$ cat config.mk
export PLATFORM = sky130hd
export DESIGN_NAME = tpte_div
export DESIGN_NICKNAME = d
export VERILOG_FILES = /design/src/rtl/tpte_div.sv
export SDC_FILE = /design/constraint.sdc
export NUM_CORES = 2
export LEC_CHECK = 0
export BUFFER_PORTS_ARGS = -buffer_cell sky130_fd_sc_hd__buf_2
export CAP_MARGIN = 20
export CORE_UTILIZATION = 30
export CTS_BUF_LIST = sky130_fd_sc_hd__clkbuf_4 sky130_fd_sc_hd__clkbuf_8
export CTS_CLUSTER_SIZE = 40
export DETAILED_ROUTE_END_ITERATION = 6
export GPL_TIMING_DRIVEN = 0
export PLACE_DENSITY = 0.46
export SETUP_SLACK_MARGIN = 0.15
export SLEW_MARGIN = 20
export SYNTH_ARGS = -nofsm -noshare
export SYNTH_HDL_FRONTEND = slang
export SYNTH_SLANG_ARGS = --single-unit
$ cat constraint.sdc
create_clock -name clk_i -period 11.43 [get_ports clk_i]
set_input_delay 2.286 -clock clk_i [delete_from_list [all_inputs] [get_ports clk_i]]
set_output_delay 2.286 -clock clk_i [all_outputs]
set_load 0.01 [all_outputs]
$ cat src/rtl/tpte_div.sv
`timescale 1ns / 1ps
// Pipelined restoring divider: round-half-up of a*b/d, one quotient bit per stage.
// Standalone; instantiated by two_point_track_extrapolator. The quotient is registered.
module tpte_div #(
  parameter int AW = 25,
  parameter int BW = 25,
  parameter int DW = 25,
  parameter int QB = 25
) (
  input  logic          clk_i,
  input  logic [AW-1:0] a_i,
  input  logic [BW-1:0] b_i,
  input  logic [DW-1:0] d_i,
  output logic [QB-1:0] quot_o,
  output logic          ovf_o
);

  localparam int BL   = (BW + 1) / 2;
  localparam int BH   = BW - BL;
  localparam int PW   = AW + BW;
  localparam int NW   = PW + 2;
  localparam int EW   = DW + 1;
  localparam int RW   = DW + 2;
  localparam int HW   = NW - QB;
  localparam int CMPW = (HW > EW) ? HW : EW;

  logic [AW+BL-1:0] plo_q;
  logic [AW+BH-1:0] phi_q;
  logic [DW-1:0]    d0_q;

  logic [NW-1:0] prod;
  logic [NW-1:0] num;
  logic [EW-1:0] den0;
  logic          ovf0;

  logic [RW-1:0] rem_q [QB+1];
  logic [QB-1:0] low_q [QB+1];
  logic [QB-1:0] quo_q [QB+1];
  logic [EW-1:0] den_q [QB+1];
  logic          ovf_q [QB+1];

  // Split the product in two halves of b
  always_ff @(posedge clk_i) begin
    plo_q <= a_i * b_i[BL-1:0];
    phi_q <= a_i * b_i[BW-1:BL];
    d0_q  <= d_i;
  end

  // Numerator 2ab+d over 2d gives the rounded quotient
  always_comb begin
    prod = (NW'(phi_q) << BL) + NW'(plo_q);
    num  = {prod[NW-2:0], 1'b0} + NW'(d0_q);
    den0 = {d0_q, 1'b0};
    ovf0 = CMPW'(num[NW-1:QB]) >= CMPW'(den0);
  end

  always_ff @(posedge clk_i) begin
    rem_q[0] <= RW'(num[NW-1:QB]);
    low_q[0] <= num[QB-1:0];
    quo_q[0] <= '0;
    den_q[0] <= den0;
    ovf_q[0] <= ovf0;
  end

  // One quotient bit per stage
  for (genvar k = 0; k < QB; k++) begin : g_step
    logic [RW-1:0] trial;
    logic          ge;
    assign trial = {rem_q[k][RW-2:0], low_q[k][QB-1]};
    assign ge    = trial >= RW'(den_q[k]);
    always_ff @(posedge clk_i) begin
      rem_q[k+1] <= ge ? trial - RW'(den_q[k]) : trial;
      low_q[k+1] <= low_q[k] << 1;
      quo_q[k+1] <= {quo_q[k][QB-2:0], ge};
      den_q[k+1] <= den_q[k];
      ovf_q[k+1] <= ovf_q[k];
    end
  end

  assign quot_o = quo_q[QB];
  assign ovf_o  = ovf_q[QB];

endmodule

==> results_dict.tcl <==
set metrics [dict create \
    synthArstFlopShare_pct 0 \
    drt_iter0_drc 3883 \
    fmax_mhz 119 \
    gp_congestion 0.880 \
    crit_chain "buf_2, clkbuf_1, nand2_1, fa_1, inv_1, fa_1, inv_1, fa_1, inv_1, fa_1, fa_1, ha_1, a21o_1, o22a_1, o41ai_1, o31ai_1, a22oi_1, a211oi_1, nor3_1, o41ai_1, a21oi_1, xnor2_1" \
    fillers 34860 \
    p_leak_uw 0.0537 \
    clock_latency_ns 1.04 \
    hold_class "flop to flop" \
    netlist.area_leader.share_pct 39.4 \
    port_buffers 98 \
    synth_edf_count 0 \
    clockBufferDepth 4 \
    p_sw_share_pct 42.1 \
    crit_type "input port to flop" \
    synth_seq_cells 2026 \
    grt_pass1_vias 76476 \
    cts_resized 0 \
    ant_nets 0 \
    cp-end-kind "flop" \
    synth_cell_types 118 \
    overflow 0 \
    drtPass1Iterations 5 \
    syn_inst 10553 \
    row_count 214 \
    cts_buffers 352 \
    critPathArrivalTime_ns 9.30 \
    routed-via-count 73787 \
    seqPwrFrac_pct 27.0 \
    ios 102 \
    die_w_microns 588 \
    tightest_slew_ns 1.18 \
    fin_util_pct 34.4 \
    tns_ns 0 \
    cell_internal_pwr_uw 24300 \
    drc 0 \
    cp_slowest_cell "o31ai_1" \
    postCtsSetupRepairBufs 0 \
    critPathMaxFanout 10 \
    yosys.area.top_type "dfxtp_1" \
    slew_viol_final 0 \
    ys_top_cells_by_count "dfxtp_1 (2,026), inv_1 (1,434), ha_1 (856), nand2_1 (784), nor2_1 (525)" \
    design.die.area_sq_mm 0.346 \
    wire_per_inst_microns 18.4 \
    synth.avg_cell_area_sq_um 9.76 \
    ys_seq_area_share_pct 39.4 \
    synth_ff_type "dfxtp_1" \
    period_minus_slack_ns 8.42 \
    regArea_sq_mm 0.0406 \
    switchingPower_uw 17700 \
    h-tree-depth 5 \
    dp_slack_ns 1.96 \
    cap_viol_max_count 0 \
    synth-warning-count 0 \
    worstSetupStartpointType "input port" \
    clock-sinks 2026 \
    timing.slew.headroom_pct 20.0 \
    worst_clock_skew_ns 0.0589 \
    die_height_microns 588 \
    grt_max_degree 17 \
    grt_first_pass_wirelength_microns 447000 \
    irDropWorstVdd_mv 0.249 \
    clockPowerShare_pct 17.7 \
    synth_area_sq_mm 0.103 \
    track_usage_pct 16.6 \
    cpPeakStageDelay_ns 0.76 \
    multi_input_area_sq_mm 0.0559 \
    ctsHoldBuffers 0 \
    drt-total-wl_microns 291000 \
    start_util_pct 30.2 \
    crit_top_cell "fa_1" \
    setup_viol 0 \
    cts.clk_slew.worst_paths_ns 0.06 \
    synth_most_common_cell "dfxtp_1" \
    synth_fp_nets 11994 \
    nets 12446 \
    dpl.hpwl_microns 233000 \
    power_density_mw_per_mm2 359 \
    p_comb_share_pct 55.3 \
    root_buffer "clkbuf_8" \
    rsz0062_at_grt "false" \
    coreArea_sq_mm 0.341 \
    vias_per_cell 4.66 \
    tritoncts "built" \
    fin_crit_sh_pct 73.7 \
    antenna_found_initial 11 \
    cp.required_ns 12.31 \
    synth_area_leaders "dfxtp_1 (39%), ha_1 (10%), fa_1 (9.9%), inv_1 (5.2%), mux2_2 (4.3%)" \
    timing.final.hold_violations 0 \
    total_power_uw 42100 \
    drive_above_1_share_pct 11.5 \
    area_delta_synth_final_pct 13.8 \
    final.setup.worst_slack_ns 3.01 \
    status "completed" \
]
## metrics by stage
step	cells	area [sq um]	hold slack, ns
2_1_floorplan	10553	103000	0.310
4_1_cts	15813	117000	0.261
5_1_grt	15815	117000	0.248
3_3_place_gp	15187	109000	0.310
6_report	15823	117000	0.278
3_5_place_dp	15187	109000	0.312
## path summary, 6_finish.rpt
path                             start                    to  slack, ns  cells after the start
setup / recovery                a_i[8]     plo_q[36]$_DFF_P_       3.01                     22
setup reg to reg       d0_q[2]$_DFF_P_      ovf_q[0]$_DFF_P_       4.89                     21
hold reg to reg   low_q[0][45]$_DFF_P_  low_q[0][71]$_DFF_P_       0.28                      0
hold / removal    low_q[0][45]$_DFF_P_  low_q[0][71]$_DFF_P_       0.28                      0
## cell families (layout without fill, tap and decap cells)
logic type                 count (synthesis)  in the layout  share of synthesized area, %
buffers and inverters                   1684           2408                          6.31
other                                      0             10                             0
and+or+nand+nor                         2525           2525                          12.1
AOI/OAI and AO/OA                       1958           1958                          12.4
adders and majority gates               1365           1365                          20.3
xor gates and xnor gates                 552            552                          4.71
DFF                                     2026           2026                          39.4
muxes                                    443            443                          4.79
## cell type report
class | instances | share of cell area (%)
clock buffers | 531 | 5.69
flip-flops and latches | 2026 | 34.6
diodes | 10 | 0.0214
repair buffers | 98 | 0.418
multi-input cells | 6843 | 47.7
clock inverters | 95 | 1.16
well taps | 4536 | 4.84
inverters | 1439 | 4.61
plain buffers | 245 | 0.934
## registers in the layout, summed over array words and instances (netlist names)
register / flops
rem_q: 650
den_q: 601
quo_q: 325
low_q: 324
plo_q: 38
phi_q: 37
ovf_q: 26
d0_q: 25
## critical path: cells and delay by family
family	cells	cell delay, ns
adders and majority gates	6	2.91
and+or+nand+nor	2	0.32
AOI/OAI and AO/OA	8	2.58
buffers and inverters	5	1.05
xor gates and xnor gates	1	0.13
## layer usage
| metal | GRT usage (%) | vias to the layer above | wire [microns] | share of wire [%] |
|---|---|---|---|---|
| met3 | 2.03 | 514 | 10900 | 3.7 |
| met4 | 6.09 | 4 | 10600 | 3.6 |
| met2 | 28.5 | 1518 | 138000 | 47 |
| met1 | 21.2 | 35519 | 131000 | 45 |
| li1 | - | 36232 | - | - |
| met5 | 0 | - | 27 | 0.0093 |
## placed cells by master (no fill, tap or decap), types with 51 or more instances in the layout
cell / synthesis / routed
a21oi_1: 513 / 513
xnor2_1: 396 / 396
clkbuf_1: 172 / 172
o211ai_1: 61 / 61
buf_2: 38 / 136
nor3_1: 197 / 195
dfxtp_1: 2026 / 2026
ha_1: 856 / 856
or3_1: 52 / 52
mux2_2: 395 / 395
nand4_1: 97 / 97
clkbuf_4: 0 / 102
clkbuf_8: 0 / 429
o21bai_1: 56 / 56
o21a_1: 134 / 134
a21o_1: 269 / 269
a211oi_1: 73 / 73
a21boi_0: 73 / 73
nand2b_1: 88 / 88
fa_1: 509 / 509
nand2_1: 784 / 784
o31ai_1: 55 / 55
nand3_1: 133 / 133
and2_1: 300 / 300
o21ai_0: 409 / 409
and3_1: 67 / 67
nor2b_1: 120 / 120
a31oi_1: 51 / 51
inv_1: 1434 / 1434
xor2_1: 154 / 154
nor2_1: 525 / 525
## power by group through the flow
stage / clock (uW) / sequential (uW) / combinational, uW
finish: 7430 / 11400 / 23300
global route: 8070 / 11700 / 25900
CTS: 7750 / 11500 / 23400
detailed placement: 0 / 11600 / 23200
global placement: 0 / 11600 / 23100
floorplan: 0 / 10700 / 17100
(Power assumes the default switching activity.)
